## src/rtl/rfpwd_pkg.sv

```systemverilog
// Package for the RF pulse-width code decoder: sizes, codes, shared types.
package rfpwd_pkg;

   localparam int BUFFER_BYTES = 10;
   localparam int BIT_CNT_W    = $clog2(BUFFER_BYTES * 8 + 1);
   localparam int BYTE_IDX_W   = (BUFFER_BYTES > 1) ? $clog2(BUFFER_BYTES) : 1;

   localparam int DUR_W   = 20;
   localparam int SHORT_W = 16;
   localparam int TOL_W   = 16;
   localparam int MINB_W  = 7;
   localparam int CSR_IDX_W  = 3;
   localparam int CSR_DATA_W = 20;

   localparam int STATUS_W  = 2;
   localparam int OUT_IDX_W = 4;
   localparam int OUT_CNT_W = 7;

   localparam logic [STATUS_W-1:0] STATUS_OK       = 2'd0;
   localparam logic [STATUS_W-1:0] STATUS_TOO_FEW  = 2'd1;
   localparam logic [STATUS_W-1:0] STATUS_TOO_MANY = 2'd2;

   localparam logic [CSR_IDX_W-1:0] CSR_SHORT_TIME = 3'd0;
   localparam logic [CSR_IDX_W-1:0] CSR_LONG_TIME  = 3'd1;
   localparam logic [CSR_IDX_W-1:0] CSR_TOLERANCE  = 3'd2;
   localparam logic [CSR_IDX_W-1:0] CSR_SYNC_TIME  = 3'd3;
   localparam logic [CSR_IDX_W-1:0] CSR_MAX_WAIT   = 3'd4;
   localparam logic [CSR_IDX_W-1:0] CSR_MIN_BITS   = 3'd5;

   typedef struct packed {
      logic [SHORT_W-1:0] short_time;
      logic [SHORT_W-1:0] long_time;
      logic [TOL_W-1:0]   tolerance;
      logic [DUR_W-1:0]   sync_time;
      logic [DUR_W-1:0]   max_wait;
      logic [MINB_W-1:0]  min_bits;
   } cfg_type;

   typedef enum logic [1:0] {
      TOL_NONE,
      TOL_ADD,
      TOL_SUB
   } tol_mode_type;

   typedef struct packed {
      logic [DUR_W-1:0] nominal;
      tol_mode_type     tol_mode;
   } cmp_req_type;

   typedef struct packed {
      logic lt;
      logic eq;
   } cmp_rsp_type;

   typedef enum logic [3:0] {
      ST_IDLE,
      ST_SYNC_LO,
      ST_SYNC_HI,
      ST_MAXW,
      ST_SHORT_LO,
      ST_SHORT_HI,
      ST_LONG_LO,
      ST_LONG_HI,
      ST_BIT,
      ST_STOP,
      ST_EMIT
   } state_type;

endpackage

```

## src/rtl/rfpwd_csr.sv

```systemverilog
// Configuration register file of the pulse-width code decoder.
module rfpwd_csr (
   input  logic                               clock,
   input  logic                               reset,
   input  logic                               csr_write_enable,
   input  logic [rfpwd_pkg::CSR_IDX_W-1:0]    csr_index,
   input  logic [rfpwd_pkg::CSR_DATA_W-1:0]   csr_write_data,
   output rfpwd_pkg::cfg_type                 cfg
);
   import rfpwd_pkg::*;

   cfg_type cfg_ff;
   cfg_type cfg_in;

   always_comb begin
      cfg_in = cfg_ff;
      if (csr_write_enable) begin
         unique case (csr_index)
            CSR_SHORT_TIME: cfg_in.short_time = csr_write_data[SHORT_W-1:0];
            CSR_LONG_TIME:  cfg_in.long_time  = csr_write_data[SHORT_W-1:0];
            CSR_TOLERANCE:  cfg_in.tolerance  = csr_write_data[TOL_W-1:0];
            CSR_SYNC_TIME:  cfg_in.sync_time  = csr_write_data[DUR_W-1:0];
            CSR_MAX_WAIT:   cfg_in.max_wait   = csr_write_data[DUR_W-1:0];
            CSR_MIN_BITS:   cfg_in.min_bits   = csr_write_data[MINB_W-1:0];
            default:        cfg_in = cfg_ff;
         endcase
      end
   end

   always_ff @(posedge clock) begin
      if (reset) begin
         cfg_ff.short_time <= SHORT_W'(500);
         cfg_ff.long_time  <= SHORT_W'(1000);
         cfg_ff.tolerance  <= TOL_W'(100);
         cfg_ff.sync_time  <= DUR_W'(11000);
         cfg_ff.max_wait   <= DUR_W'(75000);
         cfg_ff.min_bits   <= MINB_W'(50);
      end else begin
         cfg_ff <= cfg_in;
      end
   end

   assign cfg = cfg_ff;

endmodule

```

## src/rtl/rfpwd_cmp.sv

```systemverilog
// Shared duration compare unit: duration against nominal, optionally +/- tolerance.
module rfpwd_cmp (
   input  logic [rfpwd_pkg::DUR_W-1:0]  duration,
   input  logic [rfpwd_pkg::TOL_W-1:0]  tolerance,
   input  rfpwd_pkg::cmp_req_type       req,
   output rfpwd_pkg::cmp_rsp_type       rsp
);
   import rfpwd_pkg::*;

   localparam int CW = DUR_W + 3;

   logic [CW-1:0] nom_ext;
   logic [CW-1:0] tol_ext;
   logic [CW-1:0] bound;
   logic [CW-1:0] diff;

   assign nom_ext = CW'(req.nominal);
   assign tol_ext = CW'(tolerance);

   always_comb begin
      unique case (req.tol_mode)
         TOL_ADD: bound = nom_ext + tol_ext;
         TOL_SUB: bound = nom_ext - tol_ext;
         default: bound = nom_ext;
      endcase
   end

   assign diff   = CW'(duration) - bound;
   assign rsp.lt = diff[CW-1];
   assign rsp.eq = (diff == '0);

endmodule

```

## src/rtl/rfpwd_seq.sv

```systemverilog
// Frame sequencer: drives the compare unit, holds bit count, code store and result word.
module rfpwd_seq (
   input  logic                                clock,
   input  logic                                reset,
   input  rfpwd_pkg::cfg_type                  cfg,
   input  logic                                req_valid,
   output logic                                req_stall,
   input  logic                                req_pulse_level,
   input  logic [rfpwd_pkg::DUR_W-1:0]         req_pulse_duration,
   output logic [rfpwd_pkg::DUR_W-1:0]         cmp_duration,
   output rfpwd_pkg::cmp_req_type              cmp_req,
   input  rfpwd_pkg::cmp_rsp_type              cmp_rsp,
   output logic                                rsp_valid,
   input  logic                                rsp_stall,
   output logic [rfpwd_pkg::STATUS_W-1:0]      rsp_status,
   output logic [rfpwd_pkg::OUT_IDX_W-1:0]     rsp_byte_index,
   output logic [7:0]                          rsp_byte_value,
   output logic [rfpwd_pkg::OUT_CNT_W-1:0]     rsp_bit_count,
   output logic                                rsp_last
);
   import rfpwd_pkg::*;

   localparam logic [BIT_CNT_W-1:0] BIT_CAP = BIT_CNT_W'(BUFFER_BYTES * 8);

   state_type state_ff, state_in;

   logic                  in_frame_ff, in_frame_in;
   logic [BIT_CNT_W-1:0]  bits_ff, bits_in;
   logic                  lo_ok_ff, lo_ok_in;
   logic                  win_ff, win_in;
   logic [DUR_W-1:0]      dur_ff, dur_in;
   logic [STATUS_W-1:0]   emit_status_ff, emit_status_in;
   logic [BYTE_IDX_W-1:0] emit_idx_ff, emit_idx_in;
   logic [7:0]            store_ff [BUFFER_BYTES];

   logic                  rsp_valid_ff, rsp_valid_in;
   logic [STATUS_W-1:0]   rsp_status_ff, rsp_status_in;
   logic [OUT_IDX_W-1:0]  rsp_idx_ff, rsp_idx_in;
   logic [7:0]            rsp_byte_ff, rsp_byte_in;
   logic [OUT_CNT_W-1:0]  rsp_cnt_ff, rsp_cnt_in;
   logic                  rsp_last_ff, rsp_last_in;

   logic                  accept;
   logic                  ge, le, gt;
   logic                  win_now;
   logic                  full;
   logic                  out_free;
   logic                  emit_final;
   logic                  load_out;
   logic                  store_we;
   logic [BYTE_IDX_W-1:0] wr_idx;
   logic [7:0]            store_rd;
   logic [7:0]            store_wr;
   logic [BIT_CNT_W-1:0]  bits_m1;
   logic [BYTE_IDX_W-1:0] last_byte;
   logic [2:0]            align_sh;

   assign req_stall = (state_ff != ST_IDLE);
   assign accept    = req_valid && !req_stall;
   assign ge        = !cmp_rsp.lt;
   assign le        = cmp_rsp.lt || cmp_rsp.eq;
   assign gt        = !cmp_rsp.lt && !cmp_rsp.eq;
   assign win_now   = win_ff || (lo_ok_ff && le);
   assign full      = (bits_ff >= BIT_CAP);
   assign out_free  = !rsp_valid_ff || !rsp_stall;
   assign cmp_duration = dur_ff;

   assign bits_m1    = bits_ff - BIT_CNT_W'(1);
   assign last_byte  = bits_m1[BYTE_IDX_W+2:3];
   assign emit_final = (emit_status_ff != STATUS_OK) || (bits_ff == '0)
                       || (emit_idx_ff == last_byte);
   assign wr_idx     = bits_ff[BYTE_IDX_W+2:3];
   assign align_sh   = 3'd0 - bits_ff[2:0];
   assign store_rd   = store_ff[emit_idx_ff];
   assign store_wr   = (bits_ff[2:0] == 3'd0) ? {7'd0, ge} : {store_ff[wr_idx][6:0], ge};

   // next state
   always_comb begin
      state_in = state_ff;
      unique case (state_ff)
         ST_IDLE: begin
            if (accept) begin
               if (in_frame_ff) begin
                  state_in = ST_MAXW;
               end else if (!req_pulse_level) begin
                  state_in = ST_SYNC_LO;
               end
            end
         end
         ST_SYNC_LO:  state_in = ge ? ST_SYNC_HI : ST_IDLE;
         ST_SYNC_HI:  state_in = ST_IDLE;
         ST_MAXW:     state_in = gt ? ST_IDLE : ST_SHORT_LO;
         ST_SHORT_LO: state_in = ST_SHORT_HI;
         ST_SHORT_HI: state_in = ST_LONG_LO;
         ST_LONG_LO:  state_in = ST_LONG_HI;
         ST_LONG_HI:  state_in = win_now ? ST_BIT : ST_STOP;
         ST_BIT:      state_in = full ? ST_EMIT : ST_IDLE;
         ST_STOP:     state_in = ge ? ST_EMIT : ST_IDLE;
         ST_EMIT: begin
            if (out_free && emit_final) begin
               state_in = ST_IDLE;
            end
         end
         default:     state_in = ST_IDLE;
      endcase
   end

   // outputs
   always_comb begin
      cmp_req.nominal  = cfg.sync_time;
      cmp_req.tol_mode = TOL_NONE;
      load_out = 1'b0;
      store_we = 1'b0;
      unique case (state_ff)
         ST_SYNC_LO: cmp_req.tol_mode = TOL_SUB;
         ST_SYNC_HI: cmp_req.tol_mode = TOL_ADD;
         ST_MAXW:    cmp_req.nominal  = cfg.max_wait;
         ST_SHORT_LO: begin
            cmp_req.nominal  = DUR_W'(cfg.short_time);
            cmp_req.tol_mode = TOL_SUB;
         end
         ST_SHORT_HI: begin
            cmp_req.nominal  = DUR_W'(cfg.short_time);
            cmp_req.tol_mode = TOL_ADD;
         end
         ST_LONG_LO: begin
            cmp_req.nominal  = DUR_W'(cfg.long_time);
            cmp_req.tol_mode = TOL_SUB;
         end
         ST_LONG_HI: begin
            cmp_req.nominal  = DUR_W'(cfg.long_time);
            cmp_req.tol_mode = TOL_ADD;
         end
         ST_BIT: begin
            cmp_req.nominal  = DUR_W'(cfg.short_time);
            cmp_req.tol_mode = TOL_ADD;
            store_we = !full;
         end
         ST_STOP:  cmp_req.tol_mode = TOL_SUB;
         ST_EMIT:  load_out = out_free;
         default:  cmp_req.tol_mode = TOL_NONE;
      endcase
   end

   // datapath next values
   always_comb begin
      in_frame_in    = in_frame_ff;
      bits_in        = bits_ff;
      lo_ok_in       = lo_ok_ff;
      win_in         = win_ff;
      dur_in         = dur_ff;
      emit_status_in = emit_status_ff;
      emit_idx_in    = emit_idx_ff;
      if (accept) begin
         dur_in = req_pulse_duration;
      end
      case (state_ff) inside
         ST_SYNC_HI: begin
            if (le) begin
               in_frame_in = 1'b1;
               bits_in     = '0;
            end
         end
         ST_MAXW: begin
            if (gt) begin
               in_frame_in = 1'b0;
            end
            win_in = 1'b0;
         end
         ST_SHORT_LO, ST_LONG_LO: lo_ok_in = ge;
         ST_SHORT_HI, ST_LONG_HI: win_in = win_now;
         ST_BIT: begin
            emit_idx_in = '0;
            if (full) begin
               in_frame_in    = 1'b0;
               emit_status_in = STATUS_TOO_MANY;
            end else begin
               bits_in = bits_ff + BIT_CNT_W'(1);
            end
         end
         ST_STOP: begin
            emit_idx_in = '0;
            if (ge) begin
               in_frame_in = 1'b0;
               emit_status_in = (16'(bits_ff) < 16'(cfg.min_bits)) ? STATUS_TOO_FEW
                                                                   : STATUS_OK;
            end
         end
         ST_EMIT: begin
            if (load_out && !emit_final) begin
               emit_idx_in = emit_idx_ff + BYTE_IDX_W'(1);
            end
         end
         default: begin
            emit_idx_in = emit_idx_ff;
         end
      endcase
   end

   // result word
   always_comb begin
      rsp_valid_in  = load_out || (rsp_valid_ff && rsp_stall);
      rsp_status_in = rsp_status_ff;
      rsp_idx_in    = rsp_idx_ff;
      rsp_byte_in   = rsp_byte_ff;
      rsp_cnt_in    = rsp_cnt_ff;
      rsp_last_in   = rsp_last_ff;
      if (load_out) begin
         rsp_status_in = emit_status_ff;
         rsp_last_in   = emit_final;
         if (emit_status_ff != STATUS_OK || bits_ff == '0) begin
            rsp_idx_in  = '0;
            rsp_byte_in = '0;
            rsp_cnt_in  = '0;
         end else begin
            rsp_idx_in  = OUT_IDX_W'(emit_idx_ff);
            rsp_byte_in = (emit_idx_ff == last_byte) ? (store_rd << align_sh) : store_rd;
            rsp_cnt_in  = OUT_CNT_W'(bits_ff);
         end
      end
   end

   always_ff @(posedge clock) begin
      if (reset) begin
         state_ff     <= ST_IDLE;
         in_frame_ff  <= 1'b0;
         bits_ff      <= '0;
         rsp_valid_ff <= 1'b0;
      end else begin
         state_ff     <= state_in;
         in_frame_ff  <= in_frame_in;
         bits_ff      <= bits_in;
         rsp_valid_ff <= rsp_valid_in;
      end
   end

   always_ff @(posedge clock) begin
      lo_ok_ff       <= lo_ok_in;
      win_ff         <= win_in;
      dur_ff         <= dur_in;
      emit_status_ff <= emit_status_in;
      emit_idx_ff    <= emit_idx_in;
      rsp_status_ff  <= rsp_status_in;
      rsp_idx_ff     <= rsp_idx_in;
      rsp_byte_ff    <= rsp_byte_in;
      rsp_cnt_ff     <= rsp_cnt_in;
      rsp_last_ff    <= rsp_last_in;
      if (store_we) begin
         store_ff[wr_idx] <= store_wr;
      end
   end

   assign rsp_valid      = rsp_valid_ff;
   assign rsp_status     = rsp_status_ff;
   assign rsp_byte_index = rsp_idx_ff;
   assign rsp_byte_value = rsp_byte_ff;
   assign rsp_bit_count  = rsp_cnt_ff;
   assign rsp_last       = rsp_last_ff;

endmodule

```

## src/rtl/rf_pulse_width_code_decoder_core.sv

```systemverilog
// Top level of the RF pulse-width code decoder.
// Each pulse is checked against the window bounds in turn by the single shared compare unit;
// req_stall holds off new pulses until the current one is done. A stop or overflow pulse
// then emits its result words (up to 10) to the output, which may stall them.
// Reset (synchronous): hunting, bit count zero, registers at their defaults.
module rf_pulse_width_code_decoder_core (
   input  logic                               clock,
   input  logic                               reset,
   input  logic                               csr_write_enable,
   input  logic [rfpwd_pkg::CSR_IDX_W-1:0]    csr_index,
   input  logic [rfpwd_pkg::CSR_DATA_W-1:0]   csr_write_data,
   input  logic                               req_valid,
   output logic                               req_stall,
   input  logic                               req_pulse_level,
   input  logic [rfpwd_pkg::DUR_W-1:0]        req_pulse_duration,
   output logic                               rsp_valid,
   input  logic                               rsp_stall,
   output logic [rfpwd_pkg::STATUS_W-1:0]     rsp_status,
   output logic [rfpwd_pkg::OUT_IDX_W-1:0]    rsp_byte_index,
   output logic [7:0]                         rsp_byte_value,
   output logic [rfpwd_pkg::OUT_CNT_W-1:0]    rsp_bit_count,
   output logic                               rsp_last
);
   import rfpwd_pkg::*;

   cfg_type          cfg;
   cmp_req_type      cmp_req;
   cmp_rsp_type      cmp_rsp;
   logic [DUR_W-1:0] cmp_duration;

   rfpwd_csr u_csr (
      .clock            (clock),
      .reset            (reset),
      .csr_write_enable (csr_write_enable),
      .csr_index        (csr_index),
      .csr_write_data   (csr_write_data),
      .cfg              (cfg)
   );

   rfpwd_cmp u_cmp (
      .duration  (cmp_duration),
      .tolerance (cfg.tolerance),
      .req       (cmp_req),
      .rsp       (cmp_rsp)
   );

   rfpwd_seq u_seq (
      .clock              (clock),
      .reset              (reset),
      .cfg                (cfg),
      .req_valid          (req_valid),
      .req_stall          (req_stall),
      .req_pulse_level    (req_pulse_level),
      .req_pulse_duration (req_pulse_duration),
      .cmp_duration       (cmp_duration),
      .cmp_req            (cmp_req),
      .cmp_rsp            (cmp_rsp),
      .rsp_valid          (rsp_valid),
      .rsp_stall          (rsp_stall),
      .rsp_status         (rsp_status),
      .rsp_byte_index     (rsp_byte_index),
      .rsp_byte_value     (rsp_byte_value),
      .rsp_bit_count      (rsp_bit_count),
      .rsp_last           (rsp_last)
   );

endmodule
```

## config.mk

```make
export PLATFORM = sky130hd
export DESIGN_NAME = rf_pulse_width_code_decoder_core
export DESIGN_NICKNAME = d
export VERILOG_FILES = /design/src/rtl/rfpwd_pkg.sv /design/src/rtl/rfpwd_csr.sv /design/src/rtl/rfpwd_cmp.sv /design/src/rtl/rfpwd_seq.sv /design/src/rtl/rf_pulse_width_code_decoder_core.sv
export SDC_FILE = /design/constraint.sdc
export NUM_CORES = 1
export LEC_CHECK = 0
export ABC_CLOCK_PERIOD_IN_PS = 9510
export BUFFER_PORTS_ARGS = -buffer_cell sky130_fd_sc_hd__buf_4
export CAP_MARGIN = 20
export CORE_MARGIN = 3
export CORE_UTILIZATION = 45
export CTS_CLUSTER_SIZE = 14
export DETAILED_ROUTE_END_ITERATION = 10
export GPL_TIMING_DRIVEN = 0
export PLACE_DENSITY = 0.71
export SLEW_MARGIN = 20
export SYNTH_ARGS = -nofsm -noshare
export SYNTH_HDL_FRONTEND = slang
export SYNTH_HIERARCHICAL = 1
export SYNTH_SLANG_ARGS = --single-unit
```

## constraint.sdc

```tcl
create_clock -name clock -period 9.51 [get_ports clock]
set_input_delay 1.902 -clock clock [delete_from_list [all_inputs] [get_ports clock]]
set_output_delay 1.902 -clock clock [all_outputs]
set_load 0.02 [all_outputs]
```

After elaboration in Yosys (flattened, before gate mapping)
Memory sizes are Yosys's and may differ from the RTL's. A register that Yosys moved wholly into a read port is not among the register bits.
Index checks and enable logic that the tools add are counted.
{"block": "totals", "output_inout_bits": 24, "mem_bits_rw": 80, "memories": 1, "register_bits": 158}
{"block": "classes", "mux": 49, "reduce_logical": 52, "bitwise": 4, "n_shift": 1, "eq_ne": 34, "n_addsub": 7, "n_lt_le_gt_ge": 2}
{"memory": "u_seq.store_ff", "depth": 10, "word_bits": 8, "read_ports": 2, "rd_ports_with_merged_regs": 2, "write_ports": 1, "line": "rfpwd_seq.sv:34", "text": "logic [7:0] store_ff [BUFFER_BYTES];"}
{"cell": "one-hot mux 20 bit (3 select lines)", "count": 1}
{"cell": "2-to-1 mux 7 bit", "count": 7}
{"cell": "2-to-1 mux 4 bit", "count": 12}
{"cell": "one-hot mux 23 bit (2 select lines)", "count": 1}
{"cell": "one-hot mux 4 bit (10 select lines)", "count": 1}
{"cell": "logical NOT 23 bit", "count": 1}
{"cell": "subtractor 20 x 23 -> 23 bit", "count": 1}
{"cell": "adder 20 x 16 -> 21 bit", "count": 1}
{"cell": "subtractor 20 x 16 -> 21 bit", "count": 1}
{"cell": "2-to-1 mux 1 bit", "count": 18}
{"cell": "inequality test 2 x 1 -> 1 bit (second input constant)", "count": 9}
{"cell": "equality test 4 x 3 -> 1 bit (second input constant)", "count": 4}
{"cell": "2-to-1 mux 8 bit", "count": 2}
{"cell": "AND reduction 7 bit", "count": 2}
{"cell": "equality test 4 bit (second input constant)", "count": 3}
{"cell": "AND reduction 2 bit", "count": 6}
{"cell": "AND reduction 6 bit", "count": 2}
{"cell": "2-to-1 mux 2 bit", "count": 5}
{"cell": "inequality test 3 x 1 -> 1 bit (second input constant)", "count": 3}
{"cell": "AND reduction 3 bit", "count": 3}
{"cell": "equality test 4 x 2 -> 1 bit (second input constant)", "count": 2}
{"cell": "inequality test 4 x 1 -> 1 bit (second input constant)", "count": 2}
{"cell": "nonzero test 2 bit", "count": 4}
{"cell": "nonzero test 4 bit", "count": 2}
{"cell": "other kinds (29)", "count": 56}

Longest topological paths before layout
{"block": "depth", "ltp_word": 13, "ltp_mapped": 36, "mapped_depth_nobuf": 34}

By module
The synthesis kept the hierarchy.
{"module": "rfpwd_seq", "n_inst": 1, "area_each_um2": 7449.6, "cells_each": 586, "seq_area_each_um2": 4324.1}
{"module": "rfpwd_csr", "n_inst": 1, "area_each_um2": 3794.9, "cells_each": 356, "seq_area_each_um2": 1901.8}
{"module": "rfpwd_cmp", "n_inst": 1, "area_each_um2": 3113.0, "cells_each": 453, "seq_area_each_um2": 0.0}

Worst setup path before layout
Ideal clock, no wire load.
{"block": "synth_timing", "path_kind": "register to register", "start": "register u_seq.state_ff[0]", "end": "register with a tool-made name", "path_stages_with_launch": 36, "t_required_ns": 9.432, "slack_ns": 2.322, "arrival_ns": 7.111, "cell_sequence": "dfxtp_1 clkbuf_1 a21oi_1 o21ai_1 clkbuf_1 nor2_1 a21oi_1 ha_1 inv_1 fa_1 o21bai_1 nand2_1 a221o_1 o221a_2 o311ai_1 nand2_1 xnor2_1 o221ai_1 o21ai_0 ha_1 a31o_1 a211o_1 a221oi_2 a21boi_2 xor2_1 o2111ai_1 a2111oi_2 nand4_1 a2111oi_2 nor2_1 nor2_1 nand2_1 nand2_1 nand4_1 or3_1 a21oi_1"}
{"item": "start, declared", "line": "rfpwd_seq.sv:25", "text": "state_type state_ff, state_in;"}
{"item": "start signal, assigned", "line": "rfpwd_seq.sv:230", "text": "state_ff <= state_in;"}

==> impl_metrics.json <==
{
  "hold_buffers": 0,
  "worstPathMaxFanout": 10,
  "multi_input_comb_area_mm2": 0.00757,
  "areaGrowthSynthToFinish_pct": 14.0,
  "synth_top_area_share": 0.272,
  "tightest_slew_ps": 1040,
  "leakagePower_nw": 6.42,
  "fp.dieW_um": 185,
  "routed_wl_um": 38800,
  "crit_buf_inv": 2,
  "peakVddDrop_mv": 0.221,
  "grt_max_degree": 21,
  "ys.warnings.count": 6,
  "grt_pass1_wl_um": 60400,
  "timing.hold.ws_ps": 477,
  "overflow": 0,
  "synth_seq_area_share": 0.434,
  "outcome": "completed",
  "syn_area_mm2": 0.0144,
  "crit_arrival_ps": 9330,
  "finalCritPeriodShare": 0.935,
  "post-place-ws_ps": 219,
  "post-dp-hpwl_um": 27900,
  "syn_avg_cell_area_um2": 10.3,
  "detail-route-antenna-nets": 0,
  "vias_per_cell": 5.96,
  "start_kind": "register",
  "drv_slew": 0,
  "slowest_stage": "a2111oi_2",
  "post-route-min-period_ps": 8890,
  "cts_tree": "built",
  "clk_pin_slew_ps": 60,
  "critPathRequiredTime_ps": 9940,
  "fill_cells": 2730,
  "slew_headroom": 0.305,
  "rows": 64,
  "core_area_mm2": 0.0310,
  "die-area_mm2": 0.0341,
  "ctsHtreeMaxLevel": 1,
  "diodes": 0,
  "cts_sinks": 246,
  "fp.dieH_um": 185,
  "register_area_mm2": 0.00623,
  "yosys-top-cells-area": "edfxtp_1, dfxtp_1, mux2i_1",
  "clock_path_buffers": 3,
  "synth_flop_cell": "edfxtp_1",
  "cts_buffers": 27,
  "endpoint_kind": "register",
  "grt_pass1_vias": 11100,
  "async_flop_share": 0,
  "powerDensity_mw_per_mm2": 321,
  "critical-path-top-delay-family": "compound AO/OA/AOI/OAI gates",
  "final_util": 0.528,
  "antenna_found_initial": 0,
  "firstDrtPassIters": 8,
  "fmax_ghz": 0.112,
  "worstSetupPathType": "reg2reg",
  "finalSetupTns_ps": 0,
  "grtUsageTotal": 0.223,
  "synth.distinct_cells": 98,
  "synth_edf_count": 130,
  "synthCells": 1395,
  "hold_path_class": "reg2reg",
  "syn-num-nets": 1512,
  "final-hold-violation-count": 0,
  "synth_top_area_cell": "edfxtp_1",
  "io_buffers": 68,
  "drcViolationCount": 0,
  "grt_setup_unrepaired": "false",
  "synth_seq_cells": 246,
  "final_nets": 1611,
  "clkLatencyLatePin_ps": 550,
  "gp_congestion": 0.895,
  "drv_cap": 0,
  "ios": 73,
  "setup-violations-final": 0,
  "cpMostUsedCell": "nand2_1",
  "cp_slowest_stage_delay_ps": 450,
  "detail_route.wl_per_cell_um": 20.3,
  "drt_iter0_markers": 1100,
  "drive_gt1_frac": 0.149,
  "clock_skew_ps": 16.6,
  "initial_core_util": 0.463,
  "num_vias": 11400,
  "cts_root_buf": "clkbuf_16",
  "worst_slack_ps": 616
}
-- logic make-up after synthesis --
| group | Yosys count | synth area share |
|---|---|---|
| muxes | 170 | 0.137 |
| adders and majority gates | 68 | 0.0608 |
| buffers and inverters | 140 | 0.0432 |
| xor gates and xnor gates | 26 | 0.0159 |
| DFF | 246 | 0.434 |
| AOI/OAI and AO/OA | 312 | 0.154 |
| and+or+nand+nor | 433 | 0.156 |
-- path summary, 6_finish.rpt --
kind / slack, ps / startpoint / cells past startpoint / endpoint
max reg2reg: 620 / u_seq/state_ff[2]$_SDFFE_PP0P_ / 35 / u_seq/bits_ff[5]$_SDFFE_PP0P_
min reg2reg: 480 / u_csr/cfg[79]$_SDFFE_PP0P_ / 2 / u_csr/cfg[79]$_SDFFE_PP0P_
max: 620 / u_seq/state_ff[2]$_SDFFE_PP0P_ / 35 / u_seq/bits_ff[5]$_SDFFE_PP0P_
min: 480 / u_csr/cfg[79]$_SDFFE_PP0P_ / 2 / u_csr/cfg[79]$_SDFFE_PP0P_
-- stage by stage --
step	cells	power, mW	area (µm²)
after floorplan	1395	3.43	14400
after global placement	1859	4.09	15400
after detailed placement	1861	4.13	15400
after CTS	1911	5.21	16300
after global routing	1911	5.61	16400
final	1911	5.25	16400
-- placed cells by master (no fill, tap or decap), types with 9 or more instances in the layout --
cell type / netlist / layout
inv_1: 57 / 57
nor2b_1: 23 / 23
buf_4: 6 / 75
edfxtp_1: 130 / 130
clkbuf_16: 0 / 27
clkbuf_2: 1 / 10
o22ai_1: 11 / 11
nand3_1: 13 / 13
a211oi_1: 23 / 18
o21ai_0: 43 / 43
xor2_1: 11 / 11
a222oi_1: 16 / 16
ha_1: 65 / 65
dfxtp_1: 116 / 116
mux4_2: 19 / 19
mux2i_1: 140 / 140
nor3_1: 24 / 20
xnor2_1: 15 / 15
nor2_1: 152 / 151
a21oi_1: 87 / 84
a221oi_1: 13 / 13
buf_2: 12 / 12
nand2_1: 59 / 59
a21o_1: 16 / 16
nand2b_1: 95 / 95
clkbuf_1: 53 / 48
and2_1: 9 / 9
-- tightest hold or removal path, cell delays in order, from the launching register on --
cell,delay [ps]
dfxtp_1,310
nand2b_1,60
mux2i_1,60
-- synthesized netlist by cell type, drive strengths merged, types with 8 or more instances --
library cell	number
a211oi	23
a21o	17
nor2b	23
dfxtp	116
nor3	24
mux2i	140
nand2b	95
mux2	11
edfxtp	130
buf	24
mux4	19
o22ai	11
o21a	8
a221oi	14
o21ai	46
nand3	13
a222oi	16
xnor2	15
clkbuf	55
and2	9
inv	57
a21oi	87
nand2	59
nor2	154
ha	65
xor2	11
-- state kept, by name, summed over array words and instances (netlist names), named ones only --
name,cells
u_csr/cfg,95
u_seq/bits_ff,7
u_seq/cmp_duration,20
u_seq/emit_idx_ff,4
u_seq/emit_status_ff,2
u_seq/in_frame_ff,1
u_seq/lo_ok_ff,1
u_seq/rsp_bit_count,7
u_seq/rsp_byte_index,4
u_seq/rsp_byte_value,8
u_seq/rsp_last,1
u_seq/rsp_status,2
u_seq/rsp_valid,1
u_seq/state_ff,4
u_seq/store_ff,80
u_seq/win_ff,1
-- timing repair --
action                     CTS  global route
setup endpoints to repair    0             8
buffers inserted             0             0
gates resized for setup      0            21
-- power by group --
part / internal, mW / leakage [nW] / switching [mW]
combinational: 1.10 / 3.86 / 1.79
clock: 0.635 / 0.449 / 0.430
sequential: 1.24 / 2.11 / 0.0597
total: 2.97 / 6.42 / 2.28
-- area by class of cell --
class / instances / share of cell area
Inverter: 61 / 0.0140
Buffer: 78 / 0.0243
Sequential cell: 246 / 0.380
Tap cell: 396 / 0.0303
Multi-Input combinational cell: 1009 / 0.463
Clock buffer: 35 / 0.0456
Clock inverter: 15 / 0.00994
Timing Repair Buffer: 71 / 0.0329
-- layer usage --
metal  wire (µm)  part of all wire  vias up  track usage
met2       18500              0.48      508        0.377
met4        1580             0.041        0       0.0831
met3        2980             0.077       93       0.0302
met1       15700              0.40     5426        0.291
li1            -                 -     5370            -
met5           0                 0        -            0
(Power assumes the default switching activity.)
